**src/hw/rtl/mwm_pkg.sv**
```systemverilog
// ----------------------------------------------------------------------------
// Mecanum wheel mixer package
// Shared item types, field widths and register codes.
// ----------------------------------------------------------------------------
package mwm_pkg;

  localparam int CMD_W   = 16;
  localparam int GF_W    = 16;
  localparam int LIM_W   = 15;
  localparam int WHEEL_W = 24;
  localparam int MAG_W   = 23;
  localparam int QUO_W   = 15;
  localparam int NUM_W   = MAG_W + LIM_W;

  localparam logic signed [CMD_W-1:0] CMD_LIMIT = 16'sd25600;

  localparam logic [GF_W-1:0]  GF_RESET  = 16'd256;
  localparam logic [LIM_W-1:0] LIM_RESET = 15'd25600;

  localparam int WHEEL_FL = 0;
  localparam int WHEEL_FR = 1;
  localparam int WHEEL_RL = 2;
  localparam int WHEEL_RR = 3;

  localparam logic [0:0] REG_GEOMETRIC = 1'b0;
  localparam logic [0:0] REG_MAX_SPEED = 1'b1;

  typedef struct packed {
    logic signed [CMD_W-1:0] vel_x;
    logic signed [CMD_W-1:0] vel_y;
    logic signed [CMD_W-1:0] turn_rate;
  } cmd_t;

  typedef struct packed {
    logic signed [WHEEL_W-1:0] front_left;
    logic signed [WHEEL_W-1:0] front_right;
    logic signed [WHEEL_W-1:0] rear_left;
    logic signed [WHEEL_W-1:0] rear_right;
    logic                      was_scaled;
  } res_t;

  typedef logic [3:0][WHEEL_W-1:0] wheels_t;
  typedef logic [3:0][MAG_W-1:0]   mags_t;

  typedef struct packed {
    logic             valid;
    logic             scaled;
    logic [MAG_W-1:0] peak;
  } peak_info_t;

endpackage

```
**src/hw/rtl/mwm_peak.sv**
```systemverilog
// ----------------------------------------------------------------------------
// Mecanum wheel mixer peak search
// Finds the largest wheel magnitude and decides whether to scale.
// ----------------------------------------------------------------------------
module mwm_peak (
  input  logic                      clk,
  input  logic                      rst,
  input  logic                      en,
  input  logic                      wheel_valid,
  input  mwm_pkg::wheels_t          wheels,
  input  logic [mwm_pkg::LIM_W-1:0] max_speed,
  output mwm_pkg::peak_info_t       info,
  output mwm_pkg::wheels_t          wheels_out,
  output mwm_pkg::mags_t            mags_out
);
  import mwm_pkg::*;

  logic             v1, v2, v3;
  logic             scaled3;
  logic [MAG_W-1:0] peak3;
  wheels_t          wheels1, wheels2;
  mags_t            mag_next, mags1, mags2;
  logic [MAG_W-1:0] m01, m23, peak_next;

  always_comb begin
    logic [WHEEL_W-1:0] neg;
    for (int i = 0; i < 4; i++) begin
      neg         = -wheels[i];
      mag_next[i] = wheels[i][WHEEL_W-1] ? neg[MAG_W-1:0] : wheels[i][MAG_W-1:0];
    end
    peak_next = (m01 > m23) ? m01 : m23;
  end

  always_ff @(posedge clk) begin
    if (rst) begin
      v1 <= 1'b0;
      v2 <= 1'b0;
      v3 <= 1'b0;
    end else if (en) begin
      v1 <= wheel_valid;
      v2 <= v1;
      v3 <= v2;
    end
  end

  always_ff @(posedge clk) begin
    if (en) begin
      wheels1    <= wheels;
      mags1      <= mag_next;
      wheels2    <= wheels1;
      mags2      <= mags1;
      m01        <= (mags1[0] > mags1[1]) ? mags1[0] : mags1[1];
      m23        <= (mags1[2] > mags1[3]) ? mags1[2] : mags1[3];
      wheels_out <= wheels2;
      mags_out   <= mags2;
      peak3      <= peak_next;
      scaled3    <= peak_next > {{(MAG_W-LIM_W){1'b0}}, max_speed};
    end
  end

  assign info = '{valid: v3, scaled: scaled3, peak: peak3};

`ifndef SYNTH
  a_scaled_peak: assert property (@(posedge clk) disable iff (rst)
    (info.valid && info.scaled) |-> (info.peak != '0))
    else $error("scaling chosen with a zero peak");
`endif

endmodule

```
**config.mk**
```make
export PLATFORM = sky130hd
export DESIGN_NAME = mwm_peak
export DESIGN_NICKNAME = d
export VERILOG_FILES = /design/src/hw/rtl/mwm_pkg.sv /design/src/hw/rtl/mwm_peak.sv
export SDC_FILE = /design/constraint.sdc
export NUM_CORES = 1
export LEC_CHECK = 0
export ABC_AREA = 1
export BUFFER_PORTS_ARGS = -buffer_cell sky130_fd_sc_hd__buf_2
export CAP_MARGIN = 20
export CORE_UTILIZATION = 52
export CTS_CLUSTER_SIZE = 16
export DETAILED_ROUTE_END_ITERATION = 16
export PLACE_DENSITY_LB_ADDON = 0.12
export SYNTH_ARGS = -nofsm -noshare
export SYNTH_HDL_FRONTEND = slang
export SYNTH_SLANG_ARGS = --single-unit
```
**constraint.sdc**
```tcl
create_clock -name clk -period 3 [get_ports clk]
set_clock_uncertainty 0.1 [all_clocks]
set_input_delay 0 -clock clk [delete_from_list [all_inputs] [get_ports clk]]
set_output_delay 0 -clock clk [all_outputs]
set_load 0.005 [all_outputs]
```
==> impl_metrics.csv <==
group,metric,value,unit
synthesis,synth_edf_count,622,
sta,finalHoldViolations,0,
global_routing,grt_pass1_wl,77.3,mm
global_routing,grt_max_degree,98,
sta,tightest_slew,0.625,ns
sta,setup_viol,1,
worst_setup_path,endpoint_kind,"flop",
floorplanning,row_count,78,
synthesis,synth_warnings,0,
finish,final_nets,2331,
worst_setup_path,cp.arrival,3.41,ns
clock_network,numCtsBuffers,60,
clock_network,cts_tree,"built",
synthesis,ys.flop_type,"edfxtp_1",
sta,timing.final.crit_period,3.15,ns
routing,wl,52.0,mm
power,p_leak,12.4,nW
routing,num_vias,13900,
power,combPwrFrac,0.139,
job,cap_violations,0,
floorplanning,die_h,217,um
power,p_int,0.0163,W
placement,gp_congestion,0.883,
synthesis,ys_ff_latch,625,
placement,dpl.cell_count,2544,
worst_hold_path,worstHoldStart,"wheels[76]",
global_routing,grt_overflow,0,
outcome,outcome,"finished, violations left",
routing,ant_nets,0,
global_routing,track_usage,0.221,
floorplanning,dieArea,0.0472,mm^2
finish,final_cells,2779,
sta,timing.fmax,317,MHz
worst_setup_path,startpoint_type,"flop",
synthesis,yosys.area.top_type_share,0.776,
power,power,0.0216,W
floorplanning,start_util,0.529,
sta,rsz0062_at_grt,"yes",
synthesis,synth.most_common_cell,"edfxtp_1",
synthesis,postSynthCellCount,1583,
global_routing,grt_pass1_vias,13600,
synthesis,syn_nets,1786,
routing,first_pass_iters,7,
placement,dp_hpwl,36.2,mm
power,vdd_drop_max,0.558,mV
worst_hold_path,min_path_type,"in -> reg",
power,p_per_area,711,mW/mm^2
routing,drt-wirelength-per-cell,18.7,um
synthesis,ys_top_cells_by_count,"edfxtp_1 (622), nand2_1 (250), inv_1 (161)",
routing,drc,0,
power,power.switching,0.00534,W
routing,drtIter0Drc,915,
synthesis,synth.largest_area_cell,"edfxtp_1",
sta,slew_headroom,0.583,
power,pwr-share-clk,0.351,
worst_setup_path,cp.required,3.26,ns
placement,port_buffers,327,
clock_network,htree_levels,2,
finish,syn_to_final_growth,26.3,%
clock_network,clkLatencyLatePin,0.61,ns
sta,tns,-0.152,ns
worst_setup_path,criticalPathCategory,"reg -> reg",
synthesis,synth.cell_area,0.0241,mm^2
clock_network,cts-root-buf,"clkbuf_16",
clock_network,cts_sinks,625,
sta,fin_ws,-0.152,ns
synthesis,yosysSeqAreaShare,0.778,
power,sw_frac_of_total,0.247,
worst_setup_path,startpoint,"m01[9]",
floorplanning,die_x,217,um
routing,drt-vias-per-instance,4.99,
synthesis,ys_types,44,
power,p_seq_frac,0.510,
worst_setup_path,worstReg2RegStart,"m01[9]",
synthesis,synth.top_cells.by_area,"edfxtp_1 (78%), ha_1 (4.6%), nand2_1 (3.9%)",
finish,n_antenna_cell,0,
sta,finalCritPeriodShare,1.05,
floorplanning,core-area,0.0455,mm^2
finish,drive_gt1_frac,0.268,
worst_setup_path,worstPathMaxFanout,8,
sta,drv_slew,0,
floorplanning,design.portCount,328,
synthesis,avgSynthCellArea,15.2,um^2
clock_network,clockBufferDepth,3,
global_routing,antenna_found_initial,1,
synthesis,async_reset_ff_frac,0,
clock_network,clk_pin_slew_worst_paths,0.06,ns
outcome,violations,"negative setup slack",
## per-stage QoR
step | setup WS (ns) | utilization | instance area [um^2] | hold slack [ns]
detailed placement | -0.265 | 0.590 | 26800 | 0.0933
global route | -0.377 | 0.669 | 30400 | 0.0225
finish | -0.152 | 0.669 | 30400 | 0.0405
floorplan | 0.00447 | - | 24100 | -0.0309
global placement | -0.216 | 0.590 | 26800 | 0.0825
CTS | -0.120 | 0.661 | 30100 | 0.00268
## layout by cell type, fill, tap and decap left out, types with 6 or more instances in the layout
| cell | n |
|---|---|
| a21oi_1 | 46 |
| a21oi_2 | 14 |
| buf_2 | 326 |
| buf_4 | 65 |
| bufinv_16 | 7 |
| clkbuf_16 | 62 |
| clkinv_1 | 11 |
| clkinv_2 | 17 |
| clkinv_4 | 7 |
| dlygate4sd3_1 | 109 |
| edfxtp_1 | 622 |
| ha_1 | 76 |
| ha_4 | 12 |
| inv_1 | 153 |
| inv_2 | 8 |
| nand2_1 | 241 |
| nand2_2 | 10 |
| nand3_1 | 66 |
| nand3b_1 | 6 |
| nand4_1 | 8 |
| nor2_1 | 100 |
| nor2_2 | 10 |
| nor3_1 | 8 |
| o21ai_0 | 32 |
| o21ai_1 | 6 |
| xnor2_1 | 23 |
| xor2_1 | 61 |
## metal layers
layer	vias up	wire, um	global-route usage	share of wire
li1	6712	-	-	-
met1	6686	23800	0.321	0.46
met2	403	23500	0.331	0.45
met3	77	3680	0.0583	0.071
met4	0	1040	0.0570	0.020
met5	-	0	0	0
## worst paths after layout
check | to | slack [ns] | cells after the start
max | scaled3 | -0.15 | 24
max reg2reg | scaled3 | -0.15 | 24
min | wheels1[76] | 0.04 | 2
min reg2reg | mags_out[91] | 0.31 | 0
## cells by family (layout without fill, tap and decap cells)
logic type,Yosys count,in the layout,share of synthesized area
DFF,625,625,0.778
and+or+nand+nor,479,479,0.0860
adders and majority gates,88,88,0.0457
xor gates and xnor gates,84,84,0.0306
buffers and inverters,190,786,0.0325
AOI/OAI and AO/OA,117,117,0.0269
## power groups by stage
stage                     clock [W]  sequential (W)  combinational [W]
after floorplan                   0          0.0110            0.00130
after global placement            0          0.0112            0.00249
after detailed placement          0          0.0112            0.00254
after CTS                   0.00779          0.0110            0.00275
after global routing        0.00811          0.0111            0.00334
final                       0.00759          0.0110            0.00301
## repair_timing
action,CTS,global route
endpoints found under the setup margin,1,1
pin swaps,12,35
gates cloned,0,0
setup buffers,4,9
endpoints found under the hold margin,244,0
resized for setup,19,55
hold buffers,109,0
## flip-flops by register name, indices dropped and copies added, names as in the netlist, 23 cells and up
name and count:
peak3 23, mags1 88, wheels1 96, m01 23, mags_out 88, mags2 88
m23 23, wheels_out 96, wheels2 96
## final cells by class
class / count / area, um^2
Timing Repair Buffer: 510 / 3380
Sequential cell: 625 / 18700
Inverter: 163 / 612
Fill cell: 3261 / 15100
Multi-Input combinational cell: 768 / 4920
Tap cell: 600 / 751
Clock inverter: 46 / 449
Clock buffer: 67 / 1570
## worst max-delay path, cell delays in order, from the launching register on
cell and delay (ns):
edfxtp_1 0.40, ha_1 0.33, nand2_2 0.09, inv_2 0.04, nand2_1 0.05, nand2_1 0.05
nand2_1 0.05, nand2_1 0.05, nand2_2 0.08, nand3_4 0.11, nand2_8 0.12, buf_8 0.15
nor2_4 0.04, a21oi_4 0.15, ha_4 0.23, a21oi_1 0.15, o21ai_1 0.10, nand2_1 0.06
nand2_1 0.06, nand2_1 0.06, nand2_1 0.05, a21oi_1 0.14, nor2_1 0.06, nor2_1 0.10
nand3_1 0.07
Note: power is estimated with default switching activity, not from simulation.
