[src/hw/rtl/mwm_pkg.sv]
// ----------------------------------------------------------------------------
// Mecanum wheel mixer package
// Shared item types, field widths and register codes.
// ----------------------------------------------------------------------------
package mwm_pkg;

  localparam int CMD_W   = 16;
  localparam int GF_W    = 16;
  localparam int LIM_W   = 15;
  localparam int WHEEL_W = 24;
  localparam int MAG_W   = 23;
  localparam int QUO_W   = 15;
  localparam int NUM_W   = MAG_W + LIM_W;

  localparam logic signed [CMD_W-1:0] CMD_LIMIT = 16'sd25600;

  localparam logic [GF_W-1:0]  GF_RESET  = 16'd256;
  localparam logic [LIM_W-1:0] LIM_RESET = 15'd25600;

  localparam int WHEEL_FL = 0;
  localparam int WHEEL_FR = 1;
  localparam int WHEEL_RL = 2;
  localparam int WHEEL_RR = 3;

  localparam logic [0:0] REG_GEOMETRIC = 1'b0;
  localparam logic [0:0] REG_MAX_SPEED = 1'b1;

  typedef struct packed {
    logic signed [CMD_W-1:0] vel_x;
    logic signed [CMD_W-1:0] vel_y;
    logic signed [CMD_W-1:0] turn_rate;
  } cmd_t;

  typedef struct packed {
    logic signed [WHEEL_W-1:0] front_left;
    logic signed [WHEEL_W-1:0] front_right;
    logic signed [WHEEL_W-1:0] rear_left;
    logic signed [WHEEL_W-1:0] rear_right;
    logic                      was_scaled;
  } res_t;

  typedef logic [3:0][WHEEL_W-1:0] wheels_t;
  typedef logic [3:0][MAG_W-1:0]   mags_t;

  typedef struct packed {
    logic             valid;
    logic             scaled;
    logic [MAG_W-1:0] peak;
  } peak_info_t;

endpackage

[src/hw/rtl/mwm_kin.sv]
// ----------------------------------------------------------------------------
// Mecanum wheel mixer kinematics
// Clamps the command, forms the rotation term and the four wheel speeds.
// ----------------------------------------------------------------------------
module mwm_kin (
  input  logic                       clk,
  input  logic                       rst,
  input  logic                       en,
  input  logic                       cmd_valid,
  input  mwm_pkg::cmd_t              cmd,
  input  logic [mwm_pkg::GF_W-1:0]   geometric_factor,
  output logic                       wheel_valid,
  output mwm_pkg::wheels_t           wheels
);
  import mwm_pkg::*;

  function automatic logic signed [CMD_W-1:0] clamp_cmd(input logic signed [CMD_W-1:0] v);
    if (v > CMD_LIMIT) begin
      return CMD_LIMIT;
    end else if (v < -CMD_LIMIT) begin
      return -CMD_LIMIT;
    end
    return v;
  endfunction

  logic                    v1, v2, v3;
  logic signed [CMD_W-1:0] x1, y1, w1, x2, y2;
  logic signed [32:0]      prod2;
  logic [32:0]             prod_mag;
  logic [WHEEL_W-1:0]      rot_mag, rot_next, r3;
  logic [CMD_W:0]          s3, d3;
  logic [WHEEL_W-1:0]      s3_ext, d3_ext;

  always_comb begin
    prod_mag = prod2[32] ? -prod2 : prod2;
    rot_mag  = {1'b0, prod_mag[30:8]};
    rot_next = prod2[32] ? -rot_mag : rot_mag;
    s3_ext   = {{(WHEEL_W-CMD_W-1){s3[CMD_W]}}, s3};
    d3_ext   = {{(WHEEL_W-CMD_W-1){d3[CMD_W]}}, d3};
  end

  always_ff @(posedge clk) begin
    if (rst) begin
      v1          <= 1'b0;
      v2          <= 1'b0;
      v3          <= 1'b0;
      wheel_valid <= 1'b0;
    end else if (en) begin
      v1          <= cmd_valid;
      v2          <= v1;
      v3          <= v2;
      wheel_valid <= v3;
    end
  end

  always_ff @(posedge clk) begin
    if (en) begin
      x1    <= clamp_cmd(cmd.vel_x);
      y1    <= clamp_cmd(cmd.vel_y);
      w1    <= clamp_cmd(cmd.turn_rate);
      x2    <= x1;
      y2    <= y1;
      prod2 <= w1 * $signed({1'b0, geometric_factor});
      r3    <= rot_next;
      s3    <= {x2[CMD_W-1], x2} + {y2[CMD_W-1], y2};
      d3    <= {x2[CMD_W-1], x2} - {y2[CMD_W-1], y2};
      wheels[WHEEL_FL] <= d3_ext - r3;
      wheels[WHEEL_FR] <= s3_ext + r3;
      wheels[WHEEL_RL] <= s3_ext - r3;
      wheels[WHEEL_RR] <= d3_ext + r3;
    end
  end

`ifndef SYNTH
  a_wheel_sum: assert property (@(posedge clk) disable iff (rst)
    wheel_valid |-> (WHEEL_W'(wheels[WHEEL_FL] + wheels[WHEEL_FR]) ==
                     WHEEL_W'(wheels[WHEEL_RL] + wheels[WHEEL_RR])))
    else $error("front and rear wheel pairs disagree");
`endif

endmodule

[config.mk]
export PLATFORM = sky130hd
export DESIGN_NAME = mwm_kin
export DESIGN_NICKNAME = d
export VERILOG_FILES = /design/src/hw/rtl/mwm_pkg.sv /design/src/hw/rtl/mwm_kin.sv
export SDC_FILE = /design/constraint.sdc
export NUM_CORES = 1
export LEC_CHECK = 0
export BUFFER_PORTS_ARGS = -buffer_cell sky130_fd_sc_hd__buf_2
export CAP_MARGIN = 5
export CORE_MARGIN = 2
export CORE_UTILIZATION = 63
export DETAILED_ROUTE_END_ITERATION = 7
export GPL_TIMING_DRIVEN = 0
export PLACE_DENSITY = 0.83
export SLEW_MARGIN = 25
export SYNTH_ARGS = -nofsm -noshare
export SYNTH_HDL_FRONTEND = slang
export SYNTH_SLANG_ARGS = --single-unit
[constraint.sdc]
create_clock -name clk -period 10.8 [get_ports clk]
set_clock_uncertainty 0.05 [all_clocks]
set_input_delay 3.24 -clock clk [delete_from_list [all_inputs] [get_ports clk]]
set_output_delay 3.24 -clock clk [all_outputs]
set_load 0.01 [all_outputs]
==> flow_metrics.py <==
metrics = {
    "critical_path": {
        "critical_path_peak_fanout": 10,
        "critPathTopFamily": "adder cells",
        "cpPeakStageDelay_ns": 0.59,
        "path_cells": "buf_2, clkbuf_1, nand2_1, fa_1, fa_1, fa_1, fa_1, inv_1, fa_1, inv_1, fa_1, inv_1, ha_1, inv_1, nor2_1, nand3_1, nor3_1, o21ai_0, a21oi_1, a311o_1, a21oi_1, xnor2_1",
        "startpoint_type": "input pin",
        "arrival_ns": 9.78,
        "cp.required_ns": 11.08,
        "cp-end-kind": "flip-flop",
        "cp_slowest_cell": "fa_1",
        "cp_num_buf_inv": 6,
        "critPathMostFrequentCell": "fa_1",
        "critPathKind": "in -> reg",
    },
    "global_route": {
        "grt_pass1_vias": 17720,
        "gr-usage-all-layers": 0.2872,
        "grt_antenna_before_repair": 0,
        "overflow": 0,
        "grt_max_degree": 97,
        "grt_pass1_wl_um": 88860,
    },
    "yosys": {
        "syn_inst": 2372,
        "synth.top_cells.by_area": "edfxtp_1 33%, fa_1 17%, ha_1 13%, inv_1 5.5%, xnor2_1 4.4%",
        "async_flop_share": 0,
        "yosysUniqueCellTypes": 75,
        "ys.warnings.count": 0,
        "synth_top_area_share": 0.3272,
        "synth-seq-area-share": 0.3305,
        "syn_area_per_cell_um2": 10.14,
        "synth_top_cell_by_area": "edfxtp_1",
        "syn_nets": 2885,
        "syn_area_um2": 24050,
        "synth_edf_count": 262,
        "dominantRegCellSynth": "edfxtp_1",
        "yosys_register_bits": 266,
    },
    "place": {
        "hpwl_um": 44950,
        "io_buffers": 164,
        "place_congestion": 0.9548,
    },
    "floorplanning": {
        "rows": 71,
        "chipHeight_um": 199.4,
        "die_area_um2": 39750,
        "start_util": 0.6384,
        "core_um2": 37670,
        "io_pins": 165,
        "fp.dieW_um": 199.4,
    },
    "final_layout": {
        "final_common_cell": "inv_1",
        "nets": 3082,
        "antenna_cells": 0,
        "post-route-util": 0.7047,
        "fillCellCount": 2808,
        "drive_gt1_frac": 0.09428,
        "final_cell_mix": "351 x inv_1, 262 x edfxtp_1, 245 x ha_1, 200 x fa_1, 186 x nand2_1",
        "area_delta_synth_final_pct": 10.38,
    },
    "clock_tree": {
        "post_cts_resized": 0,
        "cts_hold_buffers": 0,
        "post_cts_buffers": 0,
        "ctsRootBufferMaster": "clkbuf_16",
        "cts_tree": "yes",
        "cts_made_buffers": 28,
        "cts_buffer_depth": 3,
        "clock_sinks": 266,
        "insertion_delay_ns": 0.58,
        "clkTransAtPathRegs_ns": 0.06,
        "htree_levels": 1,
    },
    "timing": {
        "rsz0062_at_grt": "no",
        "fmax_mhz": 105.3,
        "min_period_over_period": 0.8794,
        "finalHoldViolations": 0,
        "period_minus_slack_ns": 9.498,
        "final-setup-viol-count": 0,
        "tns_ns": 0,
        "max-slew-margin-rel": 0.4370,
        "maxSlewViolCount": 0,
        "worst-slew-pin-transition_ns": 0.8232,
    },
    "detailed_routing": {
        "finalWirelength_um": 55570,
        "met2_wirelength_um": 28770,
        "drt_iter0_drc": 1091,
        "ant_nets": 0,
        "top_layer": "met4",
        "wl_met3_um": 2595,
        "detail_route.first_pass.iterations": 5,
        "wl_per_cell_um": 17.93,
        "vias": 17350,
        "drc": 0,
        "wirelength_met1_um": 21920,
        "routed_via_density": 5.598,
    },
    "power": {
        "power_density_nw_per_um2": 347.5,
        "power.leakage_nw": 11.88,
        "ir_worst_vdd_uv": 276.4,
    },
    "run": {
        "max-cap-violations": 0,
    },
    "outcome": {
        "status": "finished clean",
    },
    "min_path": {
        "hold_path.class": "reg -> reg",
    },
}
[cells by family after synthesis]
kind of cell / Yosys count / synth area share
flops: 266 / 0.3305
xor+xnor: 164 / 0.05973
buf+inv: 448 / 0.07050
compound gates: 346 / 0.09366
mux: 15 / 0.006348
simple gates: 688 / 0.1453
fa+ha+maj: 445 / 0.2940
[synth_stat cells (7+ instances only)]
master / number
inv_1: 351
a31oi_1: 24
o21a_1: 17
nor2_1: 132
nand3_1: 29
a2111oi_0: 7
nor2b_1: 25
nor3_1: 51
and3_1: 13
xnor2_1: 120
a21oi_1: 115
and2_1: 151
nand4_1: 7
o21bai_1: 25
fa_1: 200
o21ai_0: 52
nor4_1: 13
nand2_1: 186
or3_1: 10
edfxtp_1: 262
a21o_1: 21
or2_2: 10
a211oi_1: 8
o31a_1: 8
nand2b_1: 29
mux2i_1: 13
nor3b_1: 7
clkbuf_1: 89
ha_1: 245
o31ai_1: 18
xor2_1: 44
[final timing paths]
check	startpoint	end	slack, ns	depth (start not counted)
max	geometric_factor[8]	prod2[32]$_DFFE_PP_	1.30	22
min	y1[0]$_SDFFCE_PN0P_	y2[0]$_DFFE_PP_	0.37	0
max reg2reg	w1[7]$_SDFFCE_PN0P_	prod2[32]$_DFFE_PP_	3.63	21
min reg2reg	y1[0]$_SDFFCE_PN0P_	y2[0]$_DFFE_PP_	0.37	0
[metal layers]
layer | global-route usage | vias up
met4 | 0.1128 | 0
li1 | - | 8283
met1 | 0.3387 | 8360
met5 | 0 | -
met2 | 0.5374 | 576
met3 | 0.02869 | 128
[where the power goes]
part | switching, W | total (W) | internal [W] | leakage (nW)
clock | 0.000412 | 0.000984 | 0.000572 | 0.451
sequential | 0.000198 | 0.00202 | 0.00182 | 2.59
combinational | 0.00363 | 0.00622 | 0.00259 | 8.84
total | 0.00424 | 0.00922 | 0.00499 | 11.9
[stage by stage]
step / power, W / cell area [um2] / setup WS, ns / hold slack, ns / std cells
2_1_floorplan: 0.006679 / 24050 / 2.023 / 0.3503 / 2372
3_3_place_gp: 0.007910 / 25510 / 0.8873 / 0.3515 / 3047
3_5_place_dp: 0.008170 / 25600 / 0.7864 / 0.3545 / 3050
4_1_cts: 0.009206 / 26540 / 1.422 / 0.3695 / 3099
5_1_grt: 0.01010 / 26540 / 1.091 / 0.3716 / 3099
6_report: 0.009224 / 26540 / 1.302 / 0.3670 / 3099
[final cells by class]
class | instances | area [um2] | share of cell area
inverter | 352 | 1321 | 0.04978
timing repair buffer | 167 | 913.4 | 0.03441
tap | 511 | 639.4 | 0.02409
sequential | 266 | 7948 | 0.2994
clock inverter | 19 | 235.2 | 0.008862
clock buffer | 30 | 708.2 | 0.02668
multi-input combinational | 1658 | 14400 | 0.5427
buffer | 96 | 374.1 | 0.01409
[sequential cells by signal, summed over array words and instances (netlist names)]
| name | count |
|---|---|
| s3 | 17 |
| v1 | 1 |
| wheels | 93 |
| v3 | 1 |
| wheel_valid | 1 |
| x2 | 16 |
| v2 | 1 |
| d3 | 16 |
| y1 | 16 |
| r3 | 24 |
| w1 | 16 |
| prod2 | 32 |
| x1 | 16 |
| y2 | 16 |
Note: power is estimated with default switching activity, not from simulation.
